### config.mk
export PLATFORM = sky130hd
export DESIGN_NAME = epoch_goodness_scheduler
export DESIGN_NICKNAME = d
export VERILOG_FILES = /design/src/rtl/egs_pkg.sv /design/src/rtl/egs_ram.sv /design/src/rtl/epoch_goodness_scheduler.sv
export SDC_FILE = /design/constraint.sdc
export NUM_CORES = 2
export LEC_CHECK = 0
export BUFFER_PORTS_ARGS = -buffer_cell sky130_fd_sc_hd__buf_2
export CELL_PAD_IN_SITES_DETAIL_PLACEMENT = 1
export CELL_PAD_IN_SITES_GLOBAL_PLACEMENT = 1
export CORE_ASPECT_RATIO = 2
export CORE_MARGIN = 10
export CORE_UTILIZATION = 57
export CTS_CLUSTER_DIAMETER = 50
export DETAILED_ROUTE_END_ITERATION = 8
export PLACE_DENSITY_LB_ADDON = 0.1
export SLEW_MARGIN = 15
export SYNTH_ARGS = -nofsm -noshare
export SYNTH_HDL_FRONTEND = slang
export SYNTH_SLANG_ARGS = --single-unit
### constraint.sdc
create_clock -name clk -period 9.51 [get_ports clk]
set_clock_uncertainty 0.05 [all_clocks]
set_input_delay 0 -clock clk [delete_from_list [all_inputs] [get_ports clk]]
set_output_delay 0 -clock clk [all_outputs]
set_load 0.01 [all_outputs]
### src/rtl/egs_pkg.sv
// ----------------------------------------------------------------------------
// egs_pkg
// Types and constants shared by the epoch goodness scheduler and its parts.
// ----------------------------------------------------------------------------
package egs_pkg;

  // Operation codes of an input item.
  localparam logic OP_WRITE   = 1'b0;
  localparam logic OP_RESCHED = 1'b1;

  // Process states.
  localparam logic [1:0] ST_FREE    = 2'd0;
  localparam logic [1:0] ST_READY   = 2'd1;
  localparam logic [1:0] ST_CURRENT = 2'd2;
  localparam logic [1:0] ST_WAITING = 2'd3;

  // Configuration register indexes.
  localparam int unsigned CFG_IDX_W = 2;
  localparam logic [CFG_IDX_W-1:0] CFG_ROLLOVER = 2'd0;
  localparam logic [CFG_IDX_W-1:0] CFG_NULL_Q   = 2'd1;

  localparam logic [15:0] ROLLOVER_RST = 16'd1;
  localparam logic [15:0] NULL_Q_RST   = 16'd10;
  localparam logic [15:0] CNT_MAX      = 16'hFFFF;

  typedef struct packed {
    logic        op;
    logic [4:0]  pid;
    logic [1:0]  proc_state;
    logic [7:0]  priority_req;
    logic [15:0] counter_value;
    logic [15:0] remaining_ticks;
  } egs_in_t;

  typedef struct packed {
    logic [4:0]  next_pid;
    logic [15:0] slice_ticks;
    logic        switched;
    logic        new_epoch;
  } egs_out_t;

  // One row of the process table.
  typedef struct packed {
    logic [1:0]  status;
    logic [7:0]  prio;
    logic [15:0] counter;
    logic        member;
    logic [7:0]  eprio;
  } egs_entry_t;

  localparam int unsigned ENTRY_W = $bits(egs_entry_t);

  // Contents of a row that has not been written since reset.
  function automatic egs_entry_t reset_entry(input logic is_pid0);
    egs_entry_t e;
    e         = '0;
    e.status  = is_pid0 ? ST_CURRENT : ST_FREE;
    e.member  = is_pid0;
    return e;
  endfunction

  function automatic logic runnable(input logic [1:0] st);
    return (st == ST_READY) || (st == ST_CURRENT);
  endfunction

endpackage

### src/rtl/egs_ram.sv
// ----------------------------------------------------------------------------
// egs_ram
// Simple dual-port RAM: one write port, one read port with registered data.
// ----------------------------------------------------------------------------
module egs_ram #(
  parameter int unsigned WIDTH = 8,
  parameter int unsigned DEPTH = 32
) (
  input  logic                     clk,
  input  logic                     we,
  input  logic [$clog2(DEPTH)-1:0] waddr,
  input  logic [WIDTH-1:0]         wdata,
  input  logic [$clog2(DEPTH)-1:0] raddr,
  output logic [WIDTH-1:0]         rdata
);

  logic [WIDTH-1:0] mem [DEPTH];

  always_ff @(posedge clk) begin
    if (we) begin
      mem[waddr] <= wdata;
    end
    rdata <= mem[raddr];
  end

endmodule

### src/rtl/epoch_goodness_scheduler.sv
// ----------------------------------------------------------------------------
// epoch_goodness_scheduler
// Goodness-based process selector with epoch rollover over a process table.
// ----------------------------------------------------------------------------
//  Channel   Direction  Handshake            Payload
//  in_       input      in_valid/in_stall    egs_in_t  (op, pid, state, ...)
//  out_      output     out_valid/out_stall  egs_out_t (next_pid, slice, ...)
//  cfg_      input      cfg_we               cfg_index, cfg_wdata
//
//  An entry write updates its row in S_WR_MOD (a pid beyond the table goes
//  straight to S_DONE); a reschedule credits the current row, scans the table,
//  makes a second table pass when a new epoch starts, then updates the winner
//  and, on a switch, the old process. Unwritten rows read as reset values via valid bits.
//  A result held by out_stall waits in the output register while the next item
//  is worked on; a second finished result then waits and stalls the input.
// ----------------------------------------------------------------------------
module epoch_goodness_scheduler
  import egs_pkg::*;
#(
  parameter int unsigned NUM_PROCS = 32
) (
  input  logic                 clk,
  input  logic                 rst_n,
  input  logic                 in_valid,
  output logic                 in_stall,
  input  egs_in_t              in_data,
  output logic                 out_valid,
  input  logic                 out_stall,
  output egs_out_t             out_data,
  input  logic                 cfg_we,
  input  logic [CFG_IDX_W-1:0] cfg_index,
  input  logic [15:0]          cfg_wdata
);

  localparam int unsigned PW = $clog2(NUM_PROCS);
  localparam int unsigned CW = PW + 1;
  localparam logic [CW-1:0] LAST_CNT = CW'(NUM_PROCS);

  typedef enum logic [9:0] {
    S_IDLE   = 10'b00_0000_0001,
    S_WR_MOD = 10'b00_0000_0010,
    S_CR_MOD = 10'b00_0000_0100,
    S_SCAN   = 10'b00_0000_1000,
    S_EPOCH  = 10'b00_0001_0000,
    S_GR_RD  = 10'b00_0010_0000,
    S_GR_WR  = 10'b00_0100_0000,
    S_PV_RD  = 10'b00_1000_0000,
    S_PV_WR  = 10'b01_0000_0000,
    S_DONE   = 10'b10_0000_0000
  } egs_state_t;

  egs_state_t           state_r, state_nxt;
  logic [PW-1:0]        cur_r, cur_nxt;
  logic [NUM_PROCS-1:0] valid_r;
  logic [15:0]          thr_r, nq_r;
  logic                 out_valid_r, out_valid_nxt;
  egs_out_t             out_data_r, out_data_nxt;
  logic [CW-1:0]        cnt_r, cnt_nxt;

  egs_in_t              item_r, item_nxt;
  egs_out_t             res_r, res_nxt;
  logic [PW-1:0]        next_r, next_nxt;
  logic [16:0]          best_r, best_nxt;
  logic                 found_r, found_nxt;
  logic                 epoch_r, epoch_nxt;
  logic [PW-1:0]        raddr_r;
  logic                 rd_valid_r;

  logic                 ram_we;
  logic [PW-1:0]        ram_waddr, ram_raddr;
  egs_entry_t           ram_wdata;
  logic [ENTRY_W-1:0]   ram_rdata;
  egs_entry_t           rd_entry;

  logic                 in_accept;
  logic                 pid_in_range;
  logic [PW-1:0]        in_pid_idx, item_pid_idx;
  logic [16:0]          credit_sum, good, half_sum;
  logic [15:0]          credit_sat, roll_cnt;
  logic                 take;
  logic                 out_free;
  logic                 sw;
  logic [15:0]          slice;

  egs_ram #(
    .WIDTH (ENTRY_W),
    .DEPTH (NUM_PROCS)
  ) u_table (
    .clk   (clk),
    .we    (ram_we),
    .waddr (ram_waddr),
    .wdata (ram_wdata),
    .raddr (ram_raddr),
    .rdata (ram_rdata)
  );

  assign rd_entry  = rd_valid_r ? egs_entry_t'(ram_rdata) : reset_entry(raddr_r == '0);
  assign in_stall  = (state_r != S_IDLE);
  assign in_accept = in_valid && !in_stall;
  assign out_valid = out_valid_r;
  assign out_data  = out_data_r;
  assign out_free  = !out_valid_r || !out_stall;

  assign pid_in_range = (32'(in_data.pid) < NUM_PROCS);
  assign in_pid_idx   = PW'(in_data.pid);
  assign item_pid_idx = PW'(item_r.pid);

  // Credit of the unused ticks, saturating at the counter maximum.
  assign credit_sum = {1'b0, rd_entry.counter} + {1'b0, item_r.remaining_ticks};
  assign credit_sat = credit_sum[16] ? CNT_MAX : credit_sum[15:0];

  // Goodness of the row under scan.
  assign good = (rd_entry.counter == '0) ? 17'd0
              : ({1'b0, rd_entry.counter} + {9'd0, rd_entry.eprio});
  assign take = rd_entry.member &&
                (!found_r || (runnable(rd_entry.status) &&
                              ((good > best_r) || ((good == best_r) && (good != '0)))));

  // Epoch rollover of one counter.
  assign half_sum = {2'b00, rd_entry.counter[15:1]} + {9'd0, rd_entry.prio};
  assign roll_cnt = (rd_entry.counter >= thr_r)
                  ? (half_sum[16] ? CNT_MAX : half_sum[15:0])
                  : {8'd0, rd_entry.prio};

  assign sw    = (next_r != cur_r);
  assign slice = (next_r == '0) ? nq_r : rd_entry.counter;

  always_comb begin
    state_nxt     = state_r;
    cur_nxt       = cur_r;
    cnt_nxt       = cnt_r;
    item_nxt      = item_r;
    res_nxt       = res_r;
    next_nxt      = next_r;
    best_nxt      = best_r;
    found_nxt     = found_r;
    epoch_nxt     = epoch_r;
    out_valid_nxt = out_valid_r;
    out_data_nxt  = out_data_r;
    ram_we        = 1'b0;
    ram_waddr     = raddr_r;
    ram_wdata     = rd_entry;
    ram_raddr     = '0;

    if (out_valid_r && !out_stall) begin
      out_valid_nxt = 1'b0;
    end

    case (state_r)
      S_IDLE: begin
        if (in_accept) begin
          item_nxt = in_data;
          if (in_data.op == OP_WRITE) begin
            if (pid_in_range) begin
              ram_raddr = in_pid_idx;
              state_nxt = S_WR_MOD;
            end else begin
              res_nxt   = '{next_pid: 5'(cur_r), slice_ticks: '0,
                            switched: 1'b0, new_epoch: 1'b0};
              state_nxt = S_DONE;
            end
          end else begin
            ram_raddr = cur_r;
            state_nxt = S_CR_MOD;
          end
        end
      end
      S_WR_MOD: begin
        ram_we            = 1'b1;
        ram_waddr         = item_pid_idx;
        ram_wdata.status  = item_r.proc_state;
        ram_wdata.prio    = item_r.priority_req;
        ram_wdata.counter = item_r.counter_value;
        res_nxt           = '{next_pid: 5'(cur_r), slice_ticks: '0,
                              switched: 1'b0, new_epoch: 1'b0};
        state_nxt         = S_DONE;
      end
      S_CR_MOD: begin
        ram_we            = 1'b1;
        ram_waddr         = cur_r;
        ram_wdata.counter = credit_sat;
        cnt_nxt           = '0;
        found_nxt         = 1'b0;
        best_nxt          = '0;
        next_nxt          = cur_r;
        epoch_nxt         = 1'b0;
        state_nxt         = S_SCAN;
      end
      S_SCAN: begin
        // Read of row cnt overlaps the evaluation of row cnt-1.
        if (cnt_r != LAST_CNT) begin
          ram_raddr = cnt_r[PW-1:0];
        end
        if (cnt_r != '0) begin
          if (rd_entry.member) begin
            found_nxt = 1'b1;
          end
          if (take) begin
            best_nxt = good;
            next_nxt = raddr_r;
          end
        end
        if (cnt_r == LAST_CNT) begin
          cnt_nxt = '0;
          if (best_nxt == '0) begin
            epoch_nxt = 1'b1;
            state_nxt = S_EPOCH;
          end else begin
            state_nxt = S_GR_RD;
          end
        end else begin
          cnt_nxt = cnt_r + 1'b1;
        end
      end
      S_EPOCH: begin
        if (cnt_r != LAST_CNT) begin
          ram_raddr = cnt_r[PW-1:0];
        end
        if (cnt_r != '0) begin
          ram_we           = 1'b1;
          ram_waddr        = raddr_r;
          ram_wdata.eprio  = rd_entry.prio;
          ram_wdata.member = runnable(rd_entry.status);
          if (rd_entry.status != ST_FREE) begin
            ram_wdata.counter = roll_cnt;
          end
        end
        if (cnt_r == LAST_CNT) begin
          state_nxt = S_GR_RD;
        end else begin
          cnt_nxt = cnt_r + 1'b1;
        end
      end
      S_GR_RD: begin
        ram_raddr = next_r;
        state_nxt = S_GR_WR;
      end
      S_GR_WR: begin
        ram_we            = 1'b1;
        ram_waddr         = next_r;
        ram_wdata.counter = '0;
        if (sw) begin
          ram_wdata.status = ST_CURRENT;
        end
        res_nxt   = '{next_pid: 5'(next_r), slice_ticks: slice,
                      switched: sw, new_epoch: epoch_r};
        state_nxt = sw ? S_PV_RD : S_DONE;
      end
      S_PV_RD: begin
        ram_raddr = cur_r;
        state_nxt = S_PV_WR;
      end
      S_PV_WR: begin
        if (rd_entry.status == ST_CURRENT) begin
          ram_we           = 1'b1;
          ram_waddr        = cur_r;
          ram_wdata.status = ST_READY;
        end
        cur_nxt   = next_r;
        state_nxt = S_DONE;
      end
      S_DONE: begin
        if (out_free) begin
          out_valid_nxt = 1'b1;
          out_data_nxt  = res_r;
          state_nxt     = S_IDLE;
        end
      end
      default: begin
        state_nxt = S_IDLE;
      end
    endcase
  end

  always_ff @(posedge clk) begin
    if (!rst_n) begin
      state_r     <= S_IDLE;
      cur_r       <= '0;
      valid_r     <= '0;
      thr_r       <= ROLLOVER_RST;
      nq_r        <= NULL_Q_RST;
      out_valid_r <= 1'b0;
      cnt_r       <= '0;
    end else begin
      state_r     <= state_nxt;
      cur_r       <= cur_nxt;
      out_valid_r <= out_valid_nxt;
      cnt_r       <= cnt_nxt;
      if (ram_we) begin
        valid_r[ram_waddr] <= 1'b1;
      end
      if (cfg_we) begin
        case (cfg_index)
          CFG_ROLLOVER: thr_r <= cfg_wdata;
          CFG_NULL_Q:   nq_r  <= cfg_wdata;
          default:      ;
        endcase
      end
    end
  end

  always_ff @(posedge clk) begin
    item_r     <= item_nxt;
    res_r      <= res_nxt;
    next_r     <= next_nxt;
    best_r     <= best_nxt;
    found_r    <= found_nxt;
    epoch_r    <= epoch_nxt;
    out_data_r <= out_data_nxt;
    raddr_r    <= ram_raddr;
    rd_valid_r <= valid_r[ram_raddr];
  end

  // A transfer always closes the input until the item is finished.
  a_busy_after_accept: assert property (@(posedge clk) disable iff (!rst_n)
    in_accept |=> in_stall)
    else $error("input accepted while an item was in progress");

  // A new epoch is only entered when the scan found no positive goodness.
  a_epoch_zero_best: assert property (@(posedge clk) disable iff (!rst_n)
    (state_r == S_EPOCH) |-> (best_r == '0) && epoch_r)
    else $error("epoch pass with nonzero best goodness");

  // The old current process is only demoted on a real switch.
  a_switch_only: assert property (@(posedge clk) disable iff (!rst_n)
    (state_r == S_PV_WR) |-> (next_r != cur_r))
    else $error("previous process touched without a switch");

  // The current pid always names a row of the table.
  a_cur_in_table: assert property (@(posedge clk) disable iff (!rst_n)
    32'(cur_r) < NUM_PROCS)
    else $error("current pid outside the process table");

endmodule

==> results.md <==
| Group | Result | This run |
|:---|:---|:---|
| outcome | Result of the run | completed |
| synthesis | Fraction of synthesized area in multiplexers | 5.92% |
| power and ir drop | Leakage power | 22.2 nW |
| setup path | Crit path max-delay family | simple AND/OR/NAND/NOR gates |
| cells and area | Commonest cells after routing, fill and taps aside | 1,237 x edfxtp_1, 822 x nand2_1, 286 x mux2i_1 |
| synthesis | Count of mapped cells out of synthesis | 4,202 |
| detailed routing | Number of detailed-routing iterations run before antenna repair | 6 |
| placement | Global placement routability congestion | 0.922 |
| floorplanning | Die X | 243 µm |
| synthesis | Compound-Gate Fraction of Synth Area | 8.17% |
| detailed routing | Drt via density | 6.57 |
| power and ir drop | Switching power as a share of total power | 24.5% |
| synthesis | Number of flops mapped to enable cells by yosys | 1,237 |
| detailed routing | Average wire per cell in the routed design | 33.2 µm |
| flow run | Max-cap viol count | 0 |
| power and ir drop | Internal cell power | 9.59 mW |
| min path | HP Class | input pin to register |
| setup path | Setup crit start kind | register |
| setup path | Biggest cell delay along the critical path | 0.66 ns |
| global route | Largest net degree at the start of global routing | 151 |
| cells and area | Growth of design area from synthesis to finish | 13.1% |
| floorplanning | Overall die area | 114,000 µm² |
| setup path | Critical path origin | rd_valid_r |
| floorplanning | Vertical die dimension | 467 µm |
| floorplanning | Number of standard-cell rows in the floorplan | 164 |
| synthesis | Proportion of synthesized flip-flops having asynchronous set or reset | 0% |
| sta | Smallest setup slack after layout | 3.21 ns |
| placement | Final HPWL DP | 117,000 µm |
| cells and area | Most common cell after layout, fill and taps aside | edfxtp_1 |
| detailed routing | Number of DRC violations after detailed routing | 0 |
| global route | Overall track demand over capacity in global routing | 33.9% |
| clock network | CTS H-tree depth | 3 |
| setup path | Worst-path maximum fanout | 51 |
| setup path | Setup slack of the worst register-to-register path | 3.21 ns |
| clock network | Resized cells post-CTS | 0 |
| detailed routing | Wire length reported by the detailed router | 195,000 µm |
| setup path | Category of the most critical setup path | register to register |
| power and ir drop | Proportion of power drawn by flip-flops and latches | 53.4% |
| setup path | Worst r2r path cells | 21 |
| clock network | CTS tree | done |
| clock network | Sinks on the clock net | 1,364 |
| sta | Unrepaired setup endpoints after global routing | false |
| clock network | Root buffer cell | clkbuf_16 |
| synthesis | Avg Cell Area, Syn | 13.6 µm² |
| synthesis | Combinational family with the most area after synthesis | simple AND/OR/NAND/NOR gates |
| synthesis | Share of synthesized cell area in and, or, nand and nor gates | 11.0% |
| setup path | Critical path endpoint category | register |
| sta | Final Hold Vio Count | 0 |
| sta | Tightest slew margin relative to the limit | 21.6% |
| synthesis | Post-synthesis xor/xnor area fraction | 0.795% |
| synthesis | Share of the synthesized area in the top cell type | 65.2% |
| synthesis | Proportion of synthesized chip area in sequential cells | 69.7% |
| detailed routing | Number of violations reported at the end of detailed-routing iteration 0 | 3,564 |
| sta | Setup-failing EPs final | 0 |
| clock network | Worst-path clk slew | 0.07 ns |
| synthesis | Share of synthesized cell area in full adder, half adder and majority cells | 1.54% |
| placement | Post-Place Setup Slack | 3.20 ns |
| setup path | Buf/Inv on CP | 4 |
| detailed routing | Total number of vias | 38,500 |
| global route | Remaining global-route overflow | 0 |
| global route | First-pass GRT wire length | 282,000 µm |
| synthesis | Library cell occupying the most area in the post-synthesis netlist | edfxtp_1 |
| cells and area | Share of final-layout standard cells stronger than drive strength 1 | 12.1% |
| floorplanning | Floorplan core area | 99,500 µm² |
| power and ir drop | Sw Pwr | 3.12 mW |
| synthesis | Number of warning messages in the yosys log | 0 |
| synthesis | Predominant post-synthesis flop cell | edfxtp_1 |
| floorplanning | IO Pins | 96 |
| global route | Number of global-route vias before repair | 41,136 |
| cells and area | Fill count | 9,217 |
| sta | Shortest clock period the worst path allows after layout | 6.30 ns |
| setup path | Levels on crit path | 21 |
| sta | Total Negative Setup Slacks | 0 ns |
| floorplanning | Starting utilization of the core area | 57.2% |
| sta | Peak Freq | 159 MHz |
| synthesis | Synthesized cell area | 56,900 µm² |
| synthesis | Net count of the mapped netlist | 4,339 |
| power and ir drop | Power per standard cell area | 197 nW/µm² |
| detailed routing | Number of nets still failing antenna checks after routing | 0 |
| setup path | Cell with the largest stage delay on the worst path | nor3_1 |
| power and ir drop | Clock share of power | 37.6% |
| cells and area | Area taken by multi-input logic gates | 16,200 µm² |
| power and ir drop | Share of power burned in combinational logic | 9.0% |
| synthesis | Count of state elements after synthesis | 1,364 |
| sta | Final critical-path share of the clock period | 66.2% |
| clock network | Total clock buffers created by CTS | 117 |
| setup path | Launch instance of the worst register-to-register path | rd_valid_r |
| sta | Least-Margin Pin Slew | 1.18 ns |
| setup path | Capturing element of the worst setup path | next_r[2] |
| sta | Total count of max-transition violations in the final report | 0 |
| clock network | Max Root-Sink Buffers | 3 |
| synthesis | Main area contributors after synthesis | edfxtp_1 65%, nand2_1 5.4%, mux2i_1 5.0% |
| synthesis | Number of distinct library cells after synthesis | 94 |
| placement | Number of port buffers | 95 |
| setup path | Critical Path RT | 9.83 ns |
| cells and area | Layout net count | 4,563 |
| power and ir drop | IR drop worst, VDD | 0.000222 V |
| setup path | Arrival time reported for the critical path endpoint | 6.62 ns |
| global route | Antenna violations before repair | 16 |
| clock network | Clk_lat worst skew | 0.76 ns |
| setup path | List of cells traversed by the critical path | buf_4, nand2_1, inv_1, ha_1, inv_1, fa_1, nand2b_1, a31o_2, o211a_1, nor3_1, and3_1, xnor2_1, nor2_1, ha_1, nand4_1, nor3_1, a2bb2oi_1, a221oi_1, buf_4, nand2_1, o21ai_0 |
| cells and area | Area taken by flip-flops and latches | 39,700 µm² |
| setup path | Crit Reg-Reg Endpoint | next_r[2] |
## power groups by stage
stage,combinational (mW),clock (mW),sequential [mW]
finish,1.15,4.78,6.79
global route,1.21,5.05,6.78
CTS,1.10,4.80,6.78
detailed placement,1.05,0,6.90
global placement,1.02,0,6.90
floorplan,0.644,0,6.86
## cells in the mapped netlist, types with 5 or more instances
master and count:
and2_1 23, nor2_1 140, clkbuf_1 135, buf_1 7, nand2b_1 14, o311ai_1 10, buf_4 21, a21oi_1 117
nand4b_1 5, a21oi_2 9, buf_6 29, nand3_1 95, ha_1 63, nor2b_1 5, inv_1 72, buf_2 46
a221oi_1 67, xor2_1 17, o22ai_1 26, mux2_2 45, a21o_1 22, o21a_1 35, o221ai_1 9, a222oi_1 5
o31ai_1 5, or4_1 5, o21ai_1 42, xnor2_1 31, a31oi_1 67, edfxtp_1 1237, mux2i_1 286, nand4_1 11
a311oi_1 45, a32o_1 10, dfxtp_1 127, o211ai_1 8, nor4_1 26, nor3_1 41, a22oi_1 17, and3_1 165
o21ai_0 82, nand2_1 824, or3_1 9, a211oi_1 53, a2111oi_0 6
## worst min path at each step
stage	from	endpoint	slack, ns	depth (start not counted)
detailed placement	in_data[16]	item_r[16]	0.13	1
global route	cfg_wdata[10]	thr_r[10]	0.05	4
global placement	in_data[23]	item_r[23]	0.13	1
floorplan	in_data[42]	item_pid_idx[0]	0.05	0
finish	cfg_wdata[10]	nq_r[10]	0.07	4
CTS	in_data[17]	item_r[17]	0.001	2
## metal layers
metal  vias to the layer above  wire length (µm)  global-route usage [%]
met4                        16             15600                    23.7
met3                       649             13500                    6.27
li1                      16236                 -                       -
met1                     19707             65100                    36.3
met5                         -               119                       0
met2                      1892            100000                    59.8
## per-stage QoR
step	instances	instance area (µm²)	hold slack [ns]	power, mW	util (%)
floorplan	4202	56900	0.0489	7.50	-
global placement	5497	59200	0.128	7.92	59.5
detailed placement	5497	59200	0.130	7.95	59.5
CTS	5853	64300	0.00112	12.7	64.6
global route	5856	64400	0.0517	13.0	64.7
finish	5861	64400	0.0729	12.7	64.7
## worst reg2reg max path, stage by stage (launching register included)
cell and delay, ns:
dfxtp_2 0.31, buf_4 0.45, nand2_1 0.24, inv_1 0.16
ha_1 0.19, inv_1 0.06, fa_1 0.44, nand2b_1 0.17
a31o_2 0.28, o211a_1 0.29, nor3_1 0.66, and3_1 0.27
xnor2_1 0.11, nor2_1 0.09, ha_1 0.30, nand4_1 0.14
nor3_1 0.21, a2bb2oi_1 0.12, a221oi_1 0.29, buf_4 0.29
nand2_1 0.20, o21ai_0 0.62
## sequential cells by signal, summed over array words and instances (netlist names), 5 cells and up
signal / count
u_table.mem: 1120
item_r: 42
u_table.rdata: 35
valid_r: 32
out_data: 23
res_r: 23
best_r: 17
nq_r: 16
thr_r: 16
state_r: 10
cnt_r: 6
cur_r: 5
item_pid_idx: 5
next_r: 5
raddr_r: 5
## final cells by class
class / count / share of cell area [%]
sequential: 1364 / 61.7
clock inverter: 56 / 0.760
antenna: 7 / 0.0272
timing repair buffer: 348 / 4.26
clock buffer: 163 / 5.10
tap: 1328 / 2.58
inverter: 80 / 0.517
multi-input combinational: 2515 / 25.1
## kinds of logic (layout without fill, tap and decap cells)
logic type,after synthesis,count (layout)
flops,1364,1364
mux,331,331
compound gates,669,669
fa+ha+maj,69,69
simple gates,1396,1396
xor+xnor,50,50
other cells,0,7
buf+inv,323,647
## timing repair
action / CTS / global route
hold buffers: 137 / 1
endpoints found under the hold margin: 148 / 1
buffers inserted: 0 / 0
No activity file was read; power rests on OpenSTA's default activity.
